## config.mk

```make
export PLATFORM = sky130hd
export DESIGN_NAME = epoch_to_calendar_date
export DESIGN_NICKNAME = d
export VERILOG_FILES = /design/src/rtl/dte_pkg.sv /design/src/rtl/dte_split.sv /design/src/rtl/dte_tod.sv /design/src/rtl/dte_date.sv /design/src/rtl/epoch_to_calendar_date.sv
export SDC_FILE = /design/constraint.sdc
export NUM_CORES = 2
export LEC_CHECK = 0
export BUFFER_PORTS_ARGS = -buffer_cell sky130_fd_sc_hd__buf_2
export CORE_ASPECT_RATIO = 1.75
export CORE_MARGIN = 1
export CORE_UTILIZATION = 60
export CTS_BUF_LIST = sky130_fd_sc_hd__clkbuf_8
export DETAILED_ROUTE_END_ITERATION = 12
export PLACE_DENSITY = 0.8
export SLEW_MARGIN = 20
export SYNTH_ARGS = -nofsm -noshare
export SYNTH_HDL_FRONTEND = slang
export SYNTH_SLANG_ARGS = --single-unit
```

## constraint.sdc

```tcl
create_clock -name i_clk -period 16.6 [get_ports i_clk]
set_input_delay 4.15 -clock i_clk [delete_from_list [all_inputs] [get_ports i_clk]]
set_output_delay 4.15 -clock i_clk [all_outputs]
set_load 0.05 [all_outputs]
```

## src/rtl/dte_pkg.sv

```systemverilog
// shared constants, types and tables for the epoch to calendar date converter
// no dependencies; imported by every module of the block
`default_nettype none
package dte_pkg;

    // pipeline depth from transaction accept to result register
    localparam int unsigned DTE_LAT = 7;

    // seconds per day is 128 * 675: shift by 7, then divide by 675
    localparam int unsigned DTE_DAY_SHIFT = 7;
    localparam logic [9:0]  DTE_DAY_DIV   = 10'd675;
    // floor(2^35 / 675), quotient estimate is exact or one low
    localparam logic [25:0] DTE_DAY_RCP   = 26'd50903316;

    // ceil(2^23 / 60) for seconds of day to minutes of day
    localparam logic [17:0] DTE_MIN_RCP   = 18'd139811;
    // ceil(2^17 / 60) for minutes of day to hours
    localparam logic [11:0] DTE_HOUR_RCP  = 12'd2185;
    localparam logic [5:0]  DTE_SIXTY     = 6'd60;

    // day count is rebased to 1968-01-01, start of a four year cycle
    localparam logic [15:0] DTE_REBASE    = 16'd731;
    // rebased day of 2100-03-01, from here on a phantom 29 february is inserted
    localparam logic [15:0] DTE_SKIP_DAY  = 16'd48272;
    // ceil(2^26 / 1461) for the four year cycle
    localparam logic [15:0] DTE_CYC_RCP   = 16'd45934;
    localparam logic [10:0] DTE_CYC_DAYS  = 11'd1461;
    localparam logic [7:0]  DTE_BASE_YEAR = 8'd68;
    // the only century year in range that is not a leap year
    localparam logic [7:0]  DTE_CENTURY   = 8'd200;
    localparam logic [8:0]  DTE_MAR_FIRST = 9'd59;

    // time of day result
    typedef struct packed {
        logic [4:0] hour;
        logic [5:0] minute;
        logic [5:0] second;
    } t_tod;

    // calendar date result
    typedef struct packed {
        logic [7:0] year;
        logic [3:0] month;
        logic [4:0] mday;
        logic [8:0] yday;
    } t_date;

    // first day of year of each month
    function automatic logic [8:0] month_start(input logic leap, input logic [3:0] mon);
        logic [8:0] base;
        case (mon)
            4'd0:    base = 9'd0;
            4'd1:    base = 9'd31;
            4'd2:    base = 9'd59;
            4'd3:    base = 9'd90;
            4'd4:    base = 9'd120;
            4'd5:    base = 9'd151;
            4'd6:    base = 9'd181;
            4'd7:    base = 9'd212;
            4'd8:    base = 9'd243;
            4'd9:    base = 9'd273;
            4'd10:   base = 9'd304;
            4'd11:   base = 9'd334;
            default: base = 9'd0;
        endcase
        if (leap && (mon >= 4'd2)) begin
            base = base + 9'd1;
        end
        return base;
    endfunction

endpackage
`default_nettype wire

```

## src/rtl/dte_split.sv

```systemverilog
// splits epoch seconds into day number and seconds of day, three stages
// depends on dte_pkg
`default_nettype none
module dte_split (
    input  wire logic        i_clk,
    input  wire logic        i_en,
    input  wire logic [31:0] i_epoch,
    output logic      [16:0] o_secs,
    output logic      [15:0] o_rday
);
    import dte_pkg::*;

    logic [24:0] r_x1;
    logic [6:0]  r_lo1;
    logic [15:0] r_q1;
    logic [10:0] r_rem2;
    logic [15:0] r_q2;
    logic [6:0]  r_lo2;
    logic [16:0] r_secs3;
    logic [15:0] r_rday3;

    logic [50:0] n_prod;
    logic [25:0] n_qmul;
    logic [25:0] n_rem;
    logic [15:0] n_q;
    logic [10:0] n_r;
    logic [15:0] n_base;

    // stage 1: reciprocal multiply of the upper bits
    assign n_prod = 51'(i_epoch[31:DTE_DAY_SHIFT]) * 51'(DTE_DAY_RCP);

    // stage 2: remainder of the estimate
    assign n_qmul = 26'(r_q1) * 26'(DTE_DAY_DIV);
    assign n_rem  = 26'(r_x1) - n_qmul;

    // stage 3: one step correction, rebase day count
    always_comb begin
        n_q = r_q2;
        n_r = r_rem2;
        if (r_rem2 >= 11'(DTE_DAY_DIV)) begin
            n_q = r_q2 + 16'd1;
            n_r = r_rem2 - 11'(DTE_DAY_DIV);
        end
        n_base = n_q + DTE_REBASE;
    end

    always_ff @(posedge i_clk) begin
        if (i_en) begin
            r_x1    <= i_epoch[31:DTE_DAY_SHIFT];
            r_lo1   <= i_epoch[DTE_DAY_SHIFT-1:0];
            r_q1    <= n_prod[50:35];
            r_rem2  <= n_rem[10:0];
            r_q2    <= r_q1;
            r_lo2   <= r_lo1;
            r_secs3 <= {n_r[9:0], r_lo2};
            r_rday3 <= n_base + ((n_base >= DTE_SKIP_DAY) ? 16'd1 : 16'd0);
        end
    end

    assign o_secs = r_secs3;
    assign o_rday = r_rday3;

endmodule
`default_nettype wire

```

## src/rtl/dte_tod.sv

```systemverilog
// seconds of day to hour, minute and second, four stages
// depends on dte_pkg
`default_nettype none
module dte_tod (
    input  wire logic          i_clk,
    input  wire logic          i_en,
    input  wire logic   [16:0] i_secs,
    output dte_pkg::t_tod      o_tod
);
    import dte_pkg::*;

    logic [34:0] r_prod1;
    logic [16:0] r_secs1;
    logic [10:0] r_mt2;
    logic [5:0]  r_sec2;
    logic [22:0] r_prod3;
    logic [10:0] r_mt3;
    logic [5:0]  r_sec3;
    t_tod        r_tod4;

    logic [16:0] n_sec;
    logic [10:0] n_min;
    logic [4:0]  n_hour;

    // minute of day from seconds, remainder is the second
    assign n_sec  = r_secs1 - 17'(r_prod1[33:23]) * 17'(DTE_SIXTY);
    // hour from minute of day, remainder is the minute
    assign n_hour = r_prod3[21:17];
    assign n_min  = r_mt3 - 11'(n_hour) * 11'(DTE_SIXTY);

    always_ff @(posedge i_clk) begin
        if (i_en) begin
            r_prod1       <= 35'(i_secs) * 35'(DTE_MIN_RCP);
            r_secs1       <= i_secs;
            r_mt2         <= r_prod1[33:23];
            r_sec2        <= n_sec[5:0];
            r_prod3       <= 23'(r_mt2) * 23'(DTE_HOUR_RCP);
            r_mt3         <= r_mt2;
            r_sec3        <= r_sec2;
            r_tod4.hour   <= n_hour;
            r_tod4.minute <= n_min[5:0];
            r_tod4.second <= r_sec3;
        end
    end

    assign o_tod = r_tod4;

endmodule
`default_nettype wire

```

## src/rtl/dte_date.sv

```systemverilog
// rebased day number to year, month, day of month and day of year, four stages
// depends on dte_pkg
`default_nettype none
module dte_date (
    input  wire logic          i_clk,
    input  wire logic          i_en,
    input  wire logic   [15:0] i_rday,
    output dte_pkg::t_date     o_date
);
    import dte_pkg::*;

    logic [31:0] r_prod1;
    logic [15:0] r_rday1;
    logic [5:0]  r_cyc2;
    logic [10:0] r_rem2;
    logic [7:0]  r_year3;
    logic [8:0]  r_yday3;
    logic        r_leap3;
    t_date       r_date4;

    logic [15:0] n_rem;
    logic [1:0]  n_yr;
    logic [10:0] n_yday;
    logic [3:0]  n_mon;
    logic [8:0]  n_mday;
    logic        n_skip;

    // day within the four year cycle
    assign n_rem = r_rday1 - 16'(r_prod1[31:26]) * 16'(DTE_CYC_DAYS);

    // year within the cycle, first year is the leap one
    always_comb begin
        if (r_rem2 < 11'd366) begin
            n_yr   = 2'd0;
            n_yday = r_rem2;
        end else if (r_rem2 < 11'd731) begin
            n_yr   = 2'd1;
            n_yday = r_rem2 - 11'd366;
        end else if (r_rem2 < 11'd1096) begin
            n_yr   = 2'd2;
            n_yday = r_rem2 - 11'd731;
        end else begin
            n_yr   = 2'd3;
            n_yday = r_rem2 - 11'd1096;
        end
    end

    // month search over the start table, then day of month
    always_comb begin
        n_mon = 4'd0;
        for (int m = 1; m < 12; m++) begin
            if (r_yday3 >= month_start(r_leap3, 4'(m))) begin
                n_mon = 4'(m);
            end
        end
        n_mday = r_yday3 - month_start(r_leap3, n_mon) + 9'd1;
        // 2100 carries a phantom 29 february, drop it from the day of year
        n_skip = (r_year3 == DTE_CENTURY) && (r_yday3 >= DTE_MAR_FIRST);
    end

    always_ff @(posedge i_clk) begin
        if (i_en) begin
            r_prod1       <= 32'(i_rday) * 32'(DTE_CYC_RCP);
            r_rday1       <= i_rday;
            r_cyc2        <= r_prod1[31:26];
            r_rem2        <= n_rem[10:0];
            r_year3       <= DTE_BASE_YEAR + {r_cyc2, 2'b00} + 8'(n_yr);
            r_yday3       <= n_yday[8:0];
            r_leap3       <= (n_yr == 2'd0);
            r_date4.year  <= r_year3;
            r_date4.month <= n_mon;
            r_date4.mday  <= n_mday[4:0];
            r_date4.yday  <= r_yday3 - (n_skip ? 9'd1 : 9'd0);
        end
    end

    assign o_date = r_date4;

endmodule
`default_nettype wire

```

## src/rtl/epoch_to_calendar_date.sv

```systemverilog
// throughput: one transaction per cycle unless a held result stalls, set by the seven stage pipeline
// a stalled result holds the whole pipeline; it moves again when the stall drops
// reset clears the valid bits only, the data stages hold no control state
// depends on dte_pkg, dte_split, dte_tod, dte_date
`default_nettype none
module epoch_to_calendar_date (
    input  wire logic        i_clk,
    input  wire logic        i_rst_n,
    input  wire logic        i_in_valid,
    output logic             o_in_stall,
    input  wire logic [31:0] i_epoch_seconds,
    output logic             o_out_valid,
    input  wire logic        i_out_stall,
    output logic      [5:0]  o_second,
    output logic      [5:0]  o_minute,
    output logic      [4:0]  o_hour,
    output logic      [4:0]  o_day_of_month,
    output logic      [3:0]  o_month_index,
    output logic      [7:0]  o_year_since_1900,
    output logic      [8:0]  o_day_of_year
);
    import dte_pkg::*;

    logic [DTE_LAT-1:0] r_vld;
    logic               en;
    logic [16:0]        secs;
    logic [15:0]        rday;
    t_tod               tod;
    t_date              date;

    // whole pipeline advances unless a finished result is held
    assign en         = !(r_vld[DTE_LAT-1] && i_out_stall);
    assign o_in_stall = !en;

    // valid bits travel alongside the data stages
    always_ff @(posedge i_clk) begin
        if (!i_rst_n) begin
            r_vld <= '0;
        end else if (en) begin
            r_vld <= {r_vld[DTE_LAT-2:0], i_in_valid};
        end
    end

    dte_split u_split (
        .i_clk   (i_clk),
        .i_en    (en),
        .i_epoch (i_epoch_seconds),
        .o_secs  (secs),
        .o_rday  (rday)
    );

    dte_tod u_tod (
        .i_clk  (i_clk),
        .i_en   (en),
        .i_secs (secs),
        .o_tod  (tod)
    );

    dte_date u_date (
        .i_clk  (i_clk),
        .i_en   (en),
        .i_rday (rday),
        .o_date (date)
    );

    // result transaction
    assign o_out_valid       = r_vld[DTE_LAT-1];
    assign o_second          = tod.second;
    assign o_minute          = tod.minute;
    assign o_hour            = tod.hour;
    assign o_day_of_month    = date.mday;
    assign o_month_index     = date.month;
    assign o_year_since_1900 = date.year;
    assign o_day_of_year     = date.yday;

endmodule
`default_nettype wire
```

# Word level (Yosys, flattened, before mapping)
# Memories as Yosys holds them, arrays and structs flattened.
# Cells that the tools add are included.
totals:
  register_bits: 319
  wordCells: 111
  input_bits: 36
  mem_bits_ro: 144
  output_inout_bits: 45
  mem_count: 1
mem_list:
  columns: ["name", "words", "word_bits", "read_ports", "rd_ports_with_merged_regs", "wr", "line", "text"]
  rows:
  - ["(name not given)", 16, 9, 1, 0, 0, "dte_pkg.sv:51", "case (mon)"]
op_classes:
  n_reduce_logical: 4
  n_lt_le_gt_ge: 18
  addsub: 17
  n_mul: 8
  muxes: 32
  n_eq_ne: 1
ops:
  columns: ["cell", "count"]
  rows:
  - ["25-bit by 24-bit multiplier with 49-bit output (second input constant)", 1]
  - ["4-bit 2-to-1 mux", 11]
  - ["9-bit by 8-bit greater-or-equal comparator with 1-bit output", 4]
  - ["17-bit by 18-bit multiplier with 34-bit output (second input constant)", 1]
  - ["16-bit by 15-bit multiplier with 31-bit output (second input constant)", 1]
  - ["9-bit greater-or-equal comparator", 3]
  - ["9-bit 2-to-1 mux", 3]
  - ["11-bit by 12-bit multiplier with 22-bit output (second input constant)", 1]
  - ["11-bit subtractor", 2]
  - ["9-bit by 7-bit greater-or-equal comparator with 1-bit output", 2]
  - ["16-bit by 1-bit adder with 16-bit output (second input constant)", 1]
  - ["16-bit by 10-bit adder with 16-bit output (second input constant)", 1]
  - ["16-bit adder", 1]
  - ["16-bit greater-or-equal comparator (second input constant)", 1]
  - ["16-bit by 10-bit multiplier with 11-bit output (second input constant)", 1]
  - ["16-bit 2-to-1 mux", 1]
  - ["6-bit subtractor", 2]
  - ["11-bit by 10-bit greater-or-equal comparator with 1-bit output (second input constant)", 1]
  - ["11-bit by 10-bit < comparator with 1-bit output (second input constant)", 1]
  - ["11-bit < comparator (second input constant)", 1]
  - ["11-bit by 9-bit < comparator with 1-bit output (second input constant)", 1]
  - ["11-bit by 4-bit multiplier with 4-bit output (second input constant)", 1]
  - ["6-bit by 11-bit multiplier with 11-bit output (second input constant)", 1]
  - ["5-bit by 1-bit adder with 5-bit output (second input constant)", 2]
  - ["other kinds (21)", 35]

# Depth between registers and ports, before layout
depth:
  ltp_word: 17
  mapped_depth: 26
  mapped_depth_nobuf: 26

# Modules after synthesis
# From an unflattened synthesis, not the netlist that was laid out.
hier_totals:
  cells_unflattened: 2752
  hier_area_um2: 31012.2
modules_own_cells:
  columns: ["mod", "instances", "cells_per_inst", "area_each_um2", "seq_area_each_um2"]
  rows:
  - ["dte_split", 1, 1288, 14492.6, 3032.9]
  - ["dte_date", 1, 866, 9603.0, 2342.2]
  - ["dte_tod", 1, 574, 6662.6, 2042.0]
  - ["epoch_to_calendar_date", 1, 24, 254.0, 140.1]

# Least setup slack after synthesis
# No wires, ideal clock.
synth_timing:
  path_type: "in2out"
  startpoint: "in i_out_stall"
  endpoint: "out o_in_stall"
  arrival_ns: 12.540
  path_buffers: 0
  slack_ns: -0.090
  path_stages: 2
  t_required_ns: 12.450
  path_cell_list: "nand2_1 clkinv_1"
synth_via:
  elab_chain_len: 1
synth_rtl:
  columns: ["item", "line", "text"]
  rows:
  - ["start: declaration", "epoch_to_calendar_date.sv:13", "input wire logic i_out_stall,"]
  - ["1-bit logical AND", "epoch_to_calendar_date.sv:32", "assign en = !(r_vld[DTE_LAT-1] && i_out_stall);"]
  - ["end: declaration", "epoch_to_calendar_date.sv:10", "output logic o_in_stall,"]
# Every way passes these cells.

# Final worst setup path
layout_timing:
  startpoint: "in i_epoch_seconds[14]"
  endpoint: "reg u_split.r_q1[10] (data pin)"
layout_via:
  elab_chain_len: 1
layout_rtl:
  columns: ["item", "line", "text"]
  rows:
  - ["start: declaration", "epoch_to_calendar_date.sv:11", "input wire logic [31:0] i_epoch_seconds,"]
  - ["25-bit by 24-bit multiplier with 49-bit output", "dte_split.sv:30", "assign n_prod = 51'(i_epoch[31:DTE_DAY_SHIFT]) * 51'(DTE_DAY_RCP);"]
  - ["named net u_split.n_prod[45]", "dte_split.sv:22", "logic [50:0] n_prod;"]
  - ["end signal: assignment", "dte_split.sv:51", "r_q1 <= n_prod[50:35];"]
  - ["end: declaration", "dte_split.sv:15", "logic [15:0] r_q1;"]
# The timed path passes the listed nets, and every way through them passes these cells.
# A chain may end at the register's enable or synchronous reset.

==> results.md <==
* Status: complete, no violations
* Starting density of the core at 60.7%
* Vias in the first global route at 22100
* GR Overflow Total at 0
* Type of origin of the critical path: primary input
* Crit. End Element: flip-flop
* Post-CTS resize count at 0
* Vias at 19700
* Worst EP arrival at 10.52 ns
* Crit path top cell by count: fa_1
* Row cnt at 109
* Total die area at 51800 um^2
* Post-Synth XOR/XNOR Area at 4.50%
* Clock latency on the worst-skew pair at 0.60 ns
* Die Height at 300 um
* Detailed Route WL at 62500 um
* Largest net degree at the start of global routing at 129
* H-tree Lvls at 2
* GP Congestion at 0.961
* Largest family of logic cells by synthesized area: adder cells
* Initial antenna violation count at 1
* Max-Cap Viols at 0
* Worst path cell trace: buf_2 > fa_1 > ha_1 > inv_1 > fa_1 > inv_1 > fa_1 > fa_1 > fa_1 > inv_1 > fa_1 > inv_1 > ha_1 > a21o_1 > a21o_1 > a21o_1 > a2111oi_0 > a211o_1 > a31o_2 > o21bai_1 > a21oi_1 > nor3_1 > a311o_1
* First-pass detailed-route iteration total at 4
* Post-synth top cells: ha_1 (689), inv_1 (638), fa_1 (333)
* Drt drc at 0
* Mapped Cells at 2735
* Worst Hold Class: reg2reg
* Seq/Total Area, Yosys at 24.8%
* Ports at 81
* Setup tns final at 0 ns
* Avg Vias per Cell at 5.55
* Final slew viol count at 0
* Minimum clock period at 10.19 ns
* Area Growth Syn to Fin at 6.81%
* Hold_buf cts at 0
* Avg Inst Size Synth at 11.2 um^2
* Final period util at 61.4%
* Drt wl/cell at 17.7 um
* Final Hold Violating Endpoints at 0
* DRT antenna net count at 0
* Post-CTS setup buffers at 0
* Clock root buffer: clkbuf_8
* F_max at 98.1 MHz
* DPL Wire Length at 53300 um
* Least-Margin Pin Slew at 1.00 ns
* CTS buffer count at 40
* Clk buf depth at 3
* Count leader, synth: ha_1
* Synth Area in Simple Gates at 5.32%
* Initial DRC Count at 654
* Synth top area cells: ha_1 (28%), edfxtp_1 (24%), fa_1 (22%), inv_1 (7.8%), xnor2_1 (2.8%)
* Syn. warnings at 0
* Slowest-stage cell, CP: fa_1
* RSZ-0062 raised after global routing: no
* Total track usage at 25.3%
* FF+latch count, synth at 254
* Area share of the largest cell type after synthesis at 28.2%
* First-pass GRT wire length at 104000 um
* CTS tree: built
* Syn_nets at 3793
* Clock transition at the registers of the reported paths at 0.07 ns
* Post-synth EDFFs at 247
* Layout cells sized above 1 at 6.02%
* I/O Buffers at 80
* Synth Cell Area at 30500 um^2
* Library cells used by synthesis at 84
* Worst path required time at 16.93 ns
* Synth area leader: ha_1
* Top_reg_cell synth: edfxtp_1
* Area share of fa/ha/maj cells after synthesis at 50.1%
* Nets at 3900
* Async SR Flop Fraction at 0%
* Core Box Area at 50300 um^2
* Compound-Gate Fraction of Synth Area at 6.94%
* Crit Path Class: in2reg
* Clk sink count at 254
* CP Max Fanout at 11
* Die W at 173 um
* Slew headroom at 31.3%
* Hold WS at 0.410 ns
* Setup Skew at 0.0347 ns
* CP peak stage delay at 0.54 ns
* Multiplexer share of the synthesized area at 0.279%
* Endpoints failing setup at 0
[final timing paths]
check | startpoint | end | slack, ns | depth (start not counted)
setup reg to reg | u_split.o_rday[12] | u_date.r_prod1[31] | 9.11 | 21
setup / recovery | i_epoch_seconds[14] | u_split.r_q1[10] | 6.41 | 23
hold / removal | u_tod.r_prod1[28] | u_tod.r_mt2[5] | 0.41 | 0
hold reg to reg | u_tod.r_prod1[28] | u_tod.r_mt2[5] | 0.41 | 0
[per-layer routing]
layer / share of wire, % / up-vias / GRT usage, %
li1: - / 9329 / -
met1: 32 / 9699 / 22.5
met2: 58 / 415 / 52.0
met3: 2.4 / 222 / 2.23
met4: 7.5 / 0 / 17.9
met5: 0 / - / 0
[cells by family (layout without fill, tap and decap cells)]
logic type               count (synthesis)  count (layout)
buffers and inverters                  656             795
XOR/XNOR                               157             157
other                                    0               1
AO/OA/AOI/OAI                          310             310
adder cells (fa/ha/maj)               1022            1022
AND/OR/NAND/NOR                        329             329
flip-flops                             254             254
multiplexers                             7               7
[final cells by class]
cell class,instances,area [um^2]
fill,3844,17700
antenna,1,2.50
timing repair buffer,82,415
clock inverter,30,287
clock buffer,44,606
sequential,254,7560
tap,666,833
inverter,639,2400
multi-input combinational,1825,20500
[worst max-delay path: cells and delay by family]
kind,cells,cell delay (ns)
fa+ha+maj,8,3.61
compound gates,9,2.23
buf+inv,5,0.41
simple gates,1,0.09
[cells in the final DEF (no fill, tap or decap), types with 45 or more instances in the layout]
cell type	instances
ha_1	689
inv_1	648
fa_1	333
edfxtp_1	247
xnor2_1	99
nand2_1	97
a21oi_1	82
buf_2	80
nor2_1	74
xor2_1	58
o21ai_0	52
a21o_1	45
[flip-flops by register name (all words and copies together) (netlist names), 8 cells and up]
| signal | cells |
|---|---|
| u_date.o_date | 26 |
| u_date.r_rem2 | 11 |
| u_split.r_q2 | 16 |
| u_split.r_x1 | 11 |
| u_split.r_q1 | 16 |
| u_split.o_secs | 17 |
| u_tod.r_prod1 | 11 |
| u_date.r_year3 | 8 |
| u_split.o_rday | 16 |
| u_tod.o_tod | 17 |
| u_date.r_rday1 | 11 |
| u_tod.r_mt2 | 11 |
| u_split.r_rem2 | 11 |
| u_date.r_yday3 | 9 |
[per-stage QoR]
step                      instance area, um^2  setup WS [ns]  utilization (%)  instances
after detailed placement                31700           5.86             63.0       3466
after floorplan                         30500           3.40                -       2735
final                                   32600           6.41             64.8       3541
after CTS                               32600           6.51             64.8       3540
after global routing                    32600           6.20             64.8       3541
after global placement                  31700           5.98             63.0       3466
Power is left out: the tool's default activity adds up to more than one toggle a clock period on the data nets, which glitch-free logic cannot reach.
